<file path="config.mk">
export PLATFORM = sky130hd
export DESIGN_NAME = page_buffer_pool_manager_core
export DESIGN_NICKNAME = d
export VERILOG_FILES = /design/src/design/pbpm_pkg.sv /design/src/design/pbpm_ram.sv /design/src/design/page_buffer_pool_manager_core.sv
export VERILOG_INCLUDE_DIRS = /design/src /design/src/design
export SDC_FILE = /design/constraint.sdc
export NUM_CORES = 2
export LEC_CHECK = 0
export BUFFER_PORTS_ARGS = -buffer_cell sky130_fd_sc_hd__buf_4
export CORE_UTILIZATION = 33
export CTS_CLUSTER_DIAMETER = 200
export CTS_CLUSTER_SIZE = 28
export DETAILED_ROUTE_END_ITERATION = 8
export PLACE_DENSITY = 0.49
export SKIP_LAST_GASP = 1
export SLEW_MARGIN = 20
export SYNTH_ARGS = -nofsm -noshare
export SYNTH_HDL_FRONTEND = slang
export SYNTH_SLANG_ARGS = --single-unit
</file>
<file path="constraint.sdc">
create_clock -name i_clk -period 16.8 [get_ports i_clk]
set_clock_uncertainty 0.05 [all_clocks]
set_input_delay 3.36 -clock i_clk [delete_from_list [all_inputs] [get_ports i_clk]]
set_output_delay 3.36 -clock i_clk [all_outputs]
set_load 0.01 [all_outputs]
</file>
<file path="src/design/page_buffer_pool_manager_core_defines.svh">
// Assertion macros used by the page buffer pool manager RTL.
`ifndef PAGE_BUFFER_POOL_MANAGER_CORE_DEFINES_SVH
`define PAGE_BUFFER_POOL_MANAGER_CORE_DEFINES_SVH
`ifndef SYNTHESIS
// Check that ante implies cons in the same cycle.
`define PBPM_ASSERT_IMP(lbl, clk, rst_n, ante, cons) \
    lbl: assert property (@(posedge clk) disable iff (!rst_n) (ante) |-> (cons)) \
        else $error("pbpm assertion failed");
// Check that ante implies cons in the next cycle.
`define PBPM_ASSERT_NXT(lbl, clk, rst_n, ante, cons) \
    lbl: assert property (@(posedge clk) disable iff (!rst_n) (ante) |=> (cons)) \
        else $error("pbpm assertion failed");
`else
`define PBPM_ASSERT_IMP(lbl, clk, rst_n, ante, cons)
`define PBPM_ASSERT_NXT(lbl, clk, rst_n, ante, cons)
`endif
`endif

</file>
<file path="src/design/pbpm_pkg.sv">
// Types and codes of the page buffer pool manager.
package pbpm_pkg;

    localparam int TAG_W = 39;

    // Command codes
    localparam logic [2:0] CMD_GET     = 3'd0;
    localparam logic [2:0] CMD_UNFIX   = 3'd1;
    localparam logic [2:0] CMD_ALLOC   = 3'd2;
    localparam logic [2:0] CMD_RELEASE = 3'd3;
    localparam logic [2:0] CMD_MARK    = 3'd4;

    // Status codes
    localparam logic [2:0] ST_OK      = 3'd0;
    localparam logic [2:0] ST_FIXED   = 3'd1;
    localparam logic [2:0] ST_NOBUF   = 3'd2;
    localparam logic [2:0] ST_NOTIN   = 3'd3;
    localparam logic [2:0] ST_UNFIXED = 3'd4;
    localparam logic [2:0] ST_ALREADY = 3'd5;

    // Configuration register indexes
    localparam logic [1:0] CFG_REPLACE_MODE = 2'd0;
    localparam logic [1:0] CFG_FRAME_LIMIT  = 2'd1;

    typedef struct packed {
        logic [2:0]  cmd;
        logic [7:0]  file_id;
        logic [30:0] page_num;
        logic        mark_dirty;
    } t_in_item;

    typedef struct packed {
        logic [2:0]  status;
        logic [3:0]  frame;
        logic        fetch;
        logic        writeback;
        logic [7:0]  wb_file;
        logic [30:0] wb_page;
        logic        last;
        logic [31:0] logical_reads;
        logic [31:0] physical_reads;
        logic [31:0] logical_writes;
        logic [31:0] physical_writes;
    } t_out_item;

    typedef struct packed {
        logic [7:0]  file_id;
        logic [30:0] page_num;
    } t_tag;

endpackage

</file>
<file path="src/design/pbpm_ram.sv">
// Generic single write port RAM with registered read.
module pbpm_ram
    import pbpm_pkg::*;
#(
    parameter int WIDTH = 8,
    parameter int DEPTH = 16
) (
    input  logic                     i_clk,
    input  logic                     i_we,
    input  logic [$clog2(DEPTH)-1:0] i_waddr,
    input  logic [WIDTH-1:0]         i_wdata,
    input  logic [$clog2(DEPTH)-1:0] i_raddr,
    output logic [WIDTH-1:0]         o_rdata
);

    logic [WIDTH-1:0] r_mem [DEPTH];
    logic [WIDTH-1:0] r_rdata;

    // Write and read the array
    always_ff @(posedge i_clk) begin
        if (i_we) begin
            r_mem[i_waddr] <= i_wdata;
        end
        r_rdata <= r_mem[i_raddr];
    end

    assign o_rdata = r_rdata;

endmodule

</file>
<file path="src/design/page_buffer_pool_manager_core.sv">
// Page buffer pool manager: sequencer, frame state and a shared scan compare unit.
// A lookup scans the tag RAM; a miss with no free or fresh frame runs a second scan for a victim,
// and a release rescans the tag RAM after each frame that it frees.
// Items are handled one at a time; the scan reads the tag RAM one entry per cycle.
// Reset (i_rst_n low, synchronous) clears valid, fixed and dirty bits, counters, free stack
// depth and resets config; tag and stack RAMs are not cleared and need no clearing pass.
`include "page_buffer_pool_manager_core_defines.svh"
module page_buffer_pool_manager_core
    import pbpm_pkg::*;
#(
    parameter int FRAMES = 16
) (
    input  logic       i_clk,
    input  logic       i_rst_n,
    input  logic       i_in_valid,
    output logic       o_in_ready,
    input  t_in_item   i_in_item,
    output logic       o_out_valid,
    input  logic       i_out_ready,
    output t_out_item  o_out_item,
    input  logic       i_cfg_valid,
    output logic       o_cfg_ready,
    input  logic [1:0] i_cfg_index,
    input  logic [4:0] i_cfg_data
);

    localparam int IW = $clog2(FRAMES);
    localparam int CW = $clog2(FRAMES + 1);
    localparam int LW = (CW > 5) ? CW : 5;
    localparam logic [IW-1:0] LAST_IDX = IW'(FRAMES - 1);

    typedef enum logic [3:0] {
        S_IDLE, S_SCAN, S_DEC, S_POPD, S_VDEC, S_FILL, S_RDEC, S_EMIT
    } t_state;

    typedef enum logic [1:0] {SC_LOOK, SC_VICT, SC_REL} t_scan;

    t_state          r_state;
    t_scan           r_smode;
    t_in_item        r_in;
    t_out_item       r_pend;
    t_out_item       r_out;
    logic            r_ovld;
    logic            r_replace_mode;
    logic [4:0]      r_frame_limit;
    logic [FRAMES-1:0] r_in_list;
    logic [FRAMES-1:0] r_pinned;
    logic [FRAMES-1:0] r_modified;
    logic [IW-1:0]   r_rank_a [FRAMES];
    logic [CW-1:0]   r_free_depth;
    logic [CW-1:0]   r_taken;
    logic [31:0]     r_stat [4];
    logic [IW-1:0]   r_sidx;
    logic [IW-1:0]   r_cidx;
    logic            r_iss;
    logic            r_cvld;
    logic            r_hit;
    logic [IW-1:0]   r_f;
    logic [IW-1:0]   r_rank;
    logic            r_pin;
    logic            r_mod;
    t_tag            r_ctag;
    logic            r_wb;

    t_tag            w_tag_rd;
    logic [IW-1:0]   w_stk_rd;
    logic            w_tag_we;
    logic            w_stk_we;
    logic            w_lim_ok;
    logic [IW-1:0]   w_c_rank;
    logic            w_elig;
    logic            w_better;
    logic            w_match;
    t_tag            w_req_tag;

    // Tag store, read at the scan index
    pbpm_ram #(.WIDTH(TAG_W), .DEPTH(FRAMES)) u_tag_ram (
        .i_clk  (i_clk),
        .i_we   (w_tag_we),
        .i_waddr(r_f),
        .i_wdata(w_req_tag),
        .i_raddr(r_sidx),
        .o_rdata(w_tag_rd)
    );

    // Free frame stack, read at its top
    pbpm_ram #(.WIDTH(IW), .DEPTH(FRAMES)) u_stk_ram (
        .i_clk  (i_clk),
        .i_we   (w_stk_we),
        .i_waddr(IW'(r_free_depth)),
        .i_wdata(r_f),
        .i_raddr(IW'(r_free_depth - CW'(1))),
        .o_rdata(w_stk_rd)
    );

    assign w_req_tag = '{file_id: r_in.file_id, page_num: r_in.page_num};
    assign w_tag_we  = (r_state == S_FILL);
    assign w_stk_we  = (r_state == S_RDEC) && r_hit && !r_pin &&
                       (r_free_depth < CW'(FRAMES));
    assign w_lim_ok  = (LW'(r_taken) < LW'(r_frame_limit)) && (r_taken < CW'(FRAMES));

    // Shared compare unit of the scan
    assign w_c_rank = r_rank_a[r_cidx];
    assign w_match  = r_in_list[r_cidx] && (w_tag_rd == w_req_tag);
    always_comb begin
        w_elig   = 1'b0;
        w_better = 1'b0;
        case (r_smode)
            SC_VICT: begin
                w_elig   = r_in_list[r_cidx] && !r_pinned[r_cidx];
                w_better = !r_hit || (r_replace_mode ? (w_c_rank < r_rank)
                                                     : (w_c_rank > r_rank));
            end
            SC_REL: begin
                w_elig   = r_in_list[r_cidx] && (w_tag_rd.file_id == r_in.file_id);
                w_better = !r_hit || (w_c_rank < r_rank);
            end
            default: begin
                w_elig   = w_match;
                w_better = 1'b1;
            end
        endcase
    end

    // Sequencer, frame state and result register
    always_ff @(posedge i_clk) begin
        if (!i_rst_n) begin
            r_state        <= S_IDLE;
            r_smode        <= SC_LOOK;
            r_ovld         <= 1'b0;
            r_replace_mode <= 1'b0;
            r_frame_limit  <= 5'd16;
            r_in_list      <= '0;
            r_pinned       <= '0;
            r_modified     <= '0;
            r_free_depth   <= '0;
            r_taken        <= '0;
            r_iss          <= 1'b0;
            r_cvld         <= 1'b0;
            r_hit          <= 1'b0;
            r_wb           <= 1'b0;
            for (int i = 0; i < 4; i++) begin
                r_stat[i] <= '0;
            end
        end else begin
            // Take configuration writes
            if (i_cfg_valid) begin
                unique case (i_cfg_index)
                    CFG_REPLACE_MODE: r_replace_mode <= i_cfg_data[0];
                    CFG_FRAME_LIMIT:  r_frame_limit  <= i_cfg_data;
                    default: ;
                endcase
            end
            // Drop the result once taken
            if (r_ovld && i_out_ready) begin
                r_ovld <= 1'b0;
            end
            unique case (r_state)
                S_IDLE: begin
                    if (i_in_valid) begin
                        r_in   <= i_in_item;
                        r_sidx <= '0;
                        r_iss  <= 1'b1;
                        r_cvld <= 1'b0;
                        r_hit  <= 1'b0;
                        r_wb   <= 1'b0;
                        unique case (i_in_item.cmd) inside
                            CMD_GET: begin
                                r_stat[0] <= r_stat[0] + 32'd1;
                                r_smode   <= SC_LOOK;
                                r_state   <= S_SCAN;
                            end
                            CMD_UNFIX, CMD_MARK, CMD_ALLOC: begin
                                r_smode <= SC_LOOK;
                                r_state <= S_SCAN;
                            end
                            CMD_RELEASE: begin
                                r_smode <= SC_REL;
                                r_state <= S_SCAN;
                            end
                            default: begin
                                r_pend        <= '0;
                                r_pend.status <= ST_OK;
                                r_pend.last   <= 1'b1;
                                r_state       <= S_EMIT;
                            end
                        endcase
                    end
                end
                S_SCAN: begin
                    // Advance the read index
                    if (r_iss) begin
                        r_cidx <= r_sidx;
                        r_cvld <= 1'b1;
                        if (r_sidx == LAST_IDX) begin
                            r_iss <= 1'b0;
                        end else begin
                            r_sidx <= r_sidx + IW'(1);
                        end
                    end else begin
                        r_cvld <= 1'b0;
                    end
                    // Compare the entry read last cycle
                    if (r_cvld) begin
                        if (w_elig && w_better) begin
                            r_hit  <= 1'b1;
                            r_f    <= r_cidx;
                            r_rank <= w_c_rank;
                            r_pin  <= r_pinned[r_cidx];
                            r_mod  <= r_modified[r_cidx];
                            r_ctag <= w_tag_rd;
                        end
                        if ((r_smode == SC_LOOK && w_match) || r_cidx == LAST_IDX) begin
                            case (r_smode)
                                SC_VICT: r_state <= S_VDEC;
                                SC_REL:  r_state <= S_RDEC;
                                default: r_state <= S_DEC;
                            endcase
                        end
                    end
                end
                S_DEC: begin
                    r_pend <= '0;
                    r_pend.last <= 1'b1;
                    r_state <= S_EMIT;
                    unique case (r_in.cmd) inside
                        CMD_UNFIX, CMD_MARK: begin
                            if (!r_hit) begin
                                r_pend.status <= ST_NOTIN;
                            end else if (!r_pin) begin
                                r_pend.status <= ST_UNFIXED;
                                r_pend.frame  <= 4'(r_f);
                            end else begin
                                if (r_in.cmd == CMD_UNFIX) begin
                                    if (r_in.mark_dirty) begin
                                        r_modified[r_f] <= 1'b1;
                                        r_stat[2]       <= r_stat[2] + 32'd1;
                                    end
                                    r_pinned[r_f] <= 1'b0;
                                end else begin
                                    r_modified[r_f] <= 1'b1;
                                end
                                // Move the frame to the head of the recency order
                                for (int i = 0; i < FRAMES; i++) begin
                                    if (r_in_list[i] && r_rank_a[i] < r_rank) begin
                                        r_rank_a[i] <= r_rank_a[i] + IW'(1);
                                    end
                                end
                                r_rank_a[r_f] <= '0;
                                r_pend.status <= ST_OK;
                                r_pend.frame  <= 4'(r_f);
                            end
                        end
                        default: begin
                            if (r_hit && r_in.cmd == CMD_ALLOC) begin
                                r_pend.status <= ST_ALREADY;
                            end else if (r_hit) begin
                                r_pend.frame <= 4'(r_f);
                                if (r_pin) begin
                                    r_pend.status <= ST_FIXED;
                                end else begin
                                    r_pinned[r_f] <= 1'b1;
                                    r_pend.status <= ST_OK;
                                end
                            end else begin
                                // Miss: take a frame
                                if (r_in.cmd == CMD_GET) begin
                                    r_stat[1] <= r_stat[1] + 32'd1;
                                end
                                if (r_free_depth != '0) begin
                                    r_free_depth <= r_free_depth - CW'(1);
                                    r_state      <= S_POPD;
                                end else if (w_lim_ok) begin
                                    r_f     <= IW'(r_taken);
                                    r_taken <= r_taken + CW'(1);
                                    for (int i = 0; i < FRAMES; i++) begin
                                        if (r_in_list[i]) begin
                                            r_rank_a[i] <= r_rank_a[i] + IW'(1);
                                        end
                                    end
                                    r_rank_a[IW'(r_taken)]  <= '0;
                                    r_in_list[IW'(r_taken)] <= 1'b1;
                                    r_state <= S_FILL;
                                end else begin
                                    r_sidx  <= '0;
                                    r_iss   <= 1'b1;
                                    r_cvld  <= 1'b0;
                                    r_hit   <= 1'b0;
                                    r_smode <= SC_VICT;
                                    r_state <= S_SCAN;
                                end
                            end
                        end
                    endcase
                end
                S_POPD: begin
                    // Link the popped frame at the head
                    r_f <= w_stk_rd;
                    for (int i = 0; i < FRAMES; i++) begin
                        if (r_in_list[i]) begin
                            r_rank_a[i] <= r_rank_a[i] + IW'(1);
                        end
                    end
                    r_rank_a[w_stk_rd]  <= '0;
                    r_in_list[w_stk_rd] <= 1'b1;
                    r_state <= S_FILL;
                end
                S_VDEC: begin
                    if (!r_hit) begin
                        r_pend        <= '0;
                        r_pend.status <= ST_NOBUF;
                        r_pend.last   <= 1'b1;
                        r_state       <= S_EMIT;
                    end else begin
                        if (r_mod) begin
                            r_wb      <= 1'b1;
                            r_stat[3] <= r_stat[3] + 32'd1;
                        end
                        r_modified[r_f] <= 1'b0;
                        for (int i = 0; i < FRAMES; i++) begin
                            if (r_in_list[i] && r_rank_a[i] < r_rank) begin
                                r_rank_a[i] <= r_rank_a[i] + IW'(1);
                            end
                        end
                        r_rank_a[r_f] <= '0;
                        r_state <= S_FILL;
                    end
                end
                S_FILL: begin
                    r_pinned[r_f]    <= 1'b1;
                    r_modified[r_f]  <= 1'b0;
                    r_pend           <= '0;
                    r_pend.status    <= ST_OK;
                    r_pend.frame     <= 4'(r_f);
                    r_pend.fetch     <= (r_in.cmd == CMD_GET);
                    r_pend.writeback <= r_wb;
                    r_pend.wb_file   <= r_wb ? r_ctag.file_id : 8'd0;
                    r_pend.wb_page   <= r_wb ? r_ctag.page_num : 31'd0;
                    r_pend.last      <= 1'b1;
                    r_state          <= S_EMIT;
                end
                S_RDEC: begin
                    r_pend <= '0;
                    if (!r_hit || r_pin) begin
                        r_pend.status <= r_hit ? ST_FIXED : ST_OK;
                        r_pend.last   <= 1'b1;
                        r_state       <= S_EMIT;
                    end else begin
                        // Release the frame and push it on the free stack
                        r_in_list[r_f]  <= 1'b0;
                        r_modified[r_f] <= 1'b0;
                        for (int i = 0; i < FRAMES; i++) begin
                            if (r_in_list[i] && r_rank_a[i] > r_rank) begin
                                r_rank_a[i] <= r_rank_a[i] - IW'(1);
                            end
                        end
                        if (r_free_depth < CW'(FRAMES)) begin
                            r_free_depth <= r_free_depth + CW'(1);
                        end
                        r_sidx <= '0;
                        r_iss  <= 1'b1;
                        r_cvld <= 1'b0;
                        r_hit  <= 1'b0;
                        if (r_mod) begin
                            r_stat[3]        <= r_stat[3] + 32'd1;
                            r_pend.status    <= ST_OK;
                            r_pend.frame     <= 4'(r_f);
                            r_pend.writeback <= 1'b1;
                            r_pend.wb_file   <= r_ctag.file_id;
                            r_pend.wb_page   <= r_ctag.page_num;
                            r_pend.last      <= 1'b0;
                            r_state          <= S_EMIT;
                        end else begin
                            r_state <= S_SCAN;
                        end
                    end
                end
                S_EMIT: begin
                    // Hold until the result register is free
                    if (!r_ovld || i_out_ready) begin
                        r_ovld <= 1'b1;
                        r_out  <= r_pend;
                        r_out.logical_reads   <= r_stat[0];
                        r_out.physical_reads  <= r_stat[1];
                        r_out.logical_writes  <= r_stat[2];
                        r_out.physical_writes <= r_stat[3];
                        r_state <= r_pend.last ? S_IDLE : S_SCAN;
                    end
                end
                default: r_state <= S_IDLE;
            endcase
        end
    end

    assign o_in_ready  = (r_state == S_IDLE);
    assign o_out_valid = r_ovld;
    assign o_out_item  = r_out;
    assign o_cfg_ready = 1'b1;

    // Frame bookkeeping invariants and result hold
    `PBPM_ASSERT_IMP(a_free_le_taken, i_clk, i_rst_n, 1'b1, r_free_depth <= r_taken)
    `PBPM_ASSERT_IMP(a_taken_le_frames, i_clk, i_rst_n, 1'b1, r_taken <= CW'(FRAMES))
    `PBPM_ASSERT_IMP(a_listed_le_taken, i_clk, i_rst_n, 1'b1, $countones(r_in_list) <= r_taken)
    `PBPM_ASSERT_NXT(a_emit_holds, i_clk, i_rst_n, r_state == S_EMIT && r_ovld && !i_out_ready, r_state == S_EMIT)

endmodule

</file>
==> metrics.csv <==
metric;value;unit
post_cts_hold_buffer_count;0;
critical_path_required;17.20;ns
arrival;7.22;ns
cts_tree;built;
netlist_top_cells_area;edfxtp_1 (63%), mux4_2 (9.7%), dfxtp_1 (5.6%);
maxSlewViolCount;0;
cts-htree-levels;2;
synth_cell_types;90;
status;completed;
worst_path_cell_trace;buf_4 -> and3_1 -> nand3_4 -> buf_4 -> nand2_1 -> nand2_1 -> ha_1 -> inv_1 -> a221oi_2 -> nand3_1 -> nor3_1 -> nand2b_1 -> nor2_1 -> xor2_1 -> nor2_1;
violation_count_after_the_first_detailed_routing_iteration;2739;
netlist.area_leader.share;63.07;%
grt_max_degree;147;
criticalPathCategory;in -> reg;
number_of_enable_flip_flop_cells_after_synthesis;1170;
detailedPlacementHpwl;87130;µm
synth_seq_area_share;68.71;%
worst-slew-pin-transition;1.049;ns
clock_sink_count;1327;
antenna_violating_nets_post_route;0;
post-synth-top-count-cell;edfxtp_1;
worst_hold_path_type;reg -> reg;
timing.max_slew.rel_slack;29.87;%
worst_setup_hold_path_clk_slew;0.10;ns
floorplan.rows;150;
track_usage;16.81;%
yosys_most_used_dff;edfxtp_1;
timing.critical_path.fanout_max;53;
final_layout_size_suffix_gt1_share;18.45;%
post_cts_buffers;0;
max_cap_violations;0;
finalSetupViolations;0;
cts_resized;0;
worst_ir_drop_vdd;0.08380;mV
post_synth_inst_count;3473;
rsz_0062_raised_after_global_routing;no;
p_leak;20.10;nW
min_period_over_period;40.61;%
post_synth.cell_area_avg;16.04;µm²
flow.area_growth_from_synthesis;11.10;%
mappedNetlistArea;55700;µm²
core_area;167400;µm²
clk_latency;0.73;ns
ys.warnings.count;0;
num_io_pins;235;
global_route_wire_length_before_repair;212100;µm
cp_slowest_stage_delay;0.60;ns
die_area;170400;µm²
avgViaCountPerCell;5.204;
drt_wl_total;145900;µm
post_syn_nets;3648;
clock_tree.buffer_depth;3;
first_global_vias;30090;
clock-root-buffer;clkbuf_16;
die_width;412.9;µm
synth.cells.most_frequent;edfxtp_1 (1170), nor2_1 (319), mux4_2 (241);
die_height;412.9;µm
dr_total_vias;30860;
port_buffers;233;
critical-path-slowest-cell;buf_4;
cts_buffer_count;53;
ys_seq_elements;1327;
r2r_cells;10;
timing.fmax;0.1466;GHz
antenna_found_initial;5;
finalCriticalPeriod;6.823;ns
timing_hold_violations_final;0;
ys_async_sr_fraction;0;%
final_gp_congestion;0.8459;
floorplan.initialDensity;33.27;%
global_route.overflow_total;0;
timing.critical_path.to_type;register;
power-per-cell-area;101.2;nW/µm²
wire_length_per_cell_after_detailed_routing;24.60;µm
worstHoldPathCells;0;
drt_pre_antenna_iters;5;
final_nets;3854;
cell_type_with_the_largest_total_area_after_synthesis;edfxtp_1;
finalCoreUtilization;36.97;%
drc;0;
critPathLaunchType;input pin;
fin_setup_tns;0;ns
## state kept, by name (all words and copies together), names as in the netlist, 2 cells and up, named ones only
name,flops
u_stk_ram.r_mem,64
r_smode,2
r_cidx,4
r_ctag,39
r_sidx,4
u_stk_ram.o_rdata,4
r_f,4
r_state,3
r_free_depth,5
r_rank_a,64
r_in,43
r_pend,49
o_out_item,177
u_tag_ram.r_mem,624
r_in_list,16
r_stat,128
u_tag_ram.o_rdata,39
r_rank,4
r_frame_limit,5
r_taken,5
## cell families after synthesis
group / count (synthesis) / share of synthesized area (%)
AOI/OAI and AO/OA: 405 / 5.029
muxes: 301 / 10.84
DFF: 1327 / 68.71
other: 1 / 0.006732
buffers and inverters: 228 / 1.613
adders and majority gates: 120 / 2.709
and+or+nand+nor: 905 / 8.162
xor gates and xnor gates: 186 / 2.924
## power by group
| part | internal (mW) | leakage [nW] | switching, mW |
|---|---|---|---|
| Clock | 0.621 | 0.746 | 1.04 |
| Combinational | 0.342 | 7.35 | 0.390 |
| Sequential | 3.71 | 12.0 | 0.163 |
| Total | 4.67 | 20.1 | 1.59 |
## layout make-up
class | instances | area, µm²
clock inverter | 4 | 100.1
multi-input combinational | 1918 | 16710
tap | 2204 | 2758
fill | 15780 | 105500
sequential | 1327 | 38280
clock buffer | 96 | 1488
inverter | 82 | 309.0
timing repair buffer | 297 | 2242
antenna | 1 | 2.502
## routing by layer
layer | track usage, % | share of wire [%] | vias to the layer above
met1 | 24.19 | 47 | 16080
met4 | 3.798 | 2.0 | 4
met2 | 27.34 | 47 | 797
met5 | 0 | 0.019 | -
li1 | - | - | 13840
met3 | 1.796 | 4.0 | 136
## path summary, 6_finish.rpt
kind	slack, ns	endpoint	start
max	9.98	r_stat[0][28]	i_rst_n
min	0.38	o_out_item[168]	r_pend[168]
max reg2reg	11.34	r_ctag[0]	register
min reg2reg	0.38	o_out_item[168]	r_pend[168]
## critical path: cells and delay by family
kind	cells	cell delay, ns
AOI/OAI and AO/OA	1	0.34
and+or+nand+nor	9	2.20
buffers and inverters	3	0.93
adders and majority gates	1	0.17
xor gates and xnor gates	1	0.16
## through the flow
stage	worst slack, ns	hold WS [ns]	instances	total power, mW	cell area, µm²
2_1_floorplan	4.142	0.3503	3473	4.419	55700
3_3_place_gp	9.245	0.3544	5828	4.685	60300
3_5_place_dp	9.268	0.3545	5828	4.688	60300
4_1_cts	10.04	0.3849	5928	6.346	61890
5_1_grt	9.706	0.3903	5928	6.507	61890
6_report	9.977	0.3809	5929	6.264	61890
## layout by cell type, fill, tap and decap left out, types with 50 or more instances in the layout
cell	n
edfxtp_1	1170
nor2_1	302
buf_4	296
mux4_2	241
dfxtp_1	157
nand2_1	147
nand3_1	124
ha_1	119
o21ai_0	118
xnor2_1	104
nor2b_1	82
xor2_1	82
inv_1	80
a21oi_1	78
clkbuf_16	53
mux2i_1	51
nand4_1	50
Power figures use the tool's default switching activity.
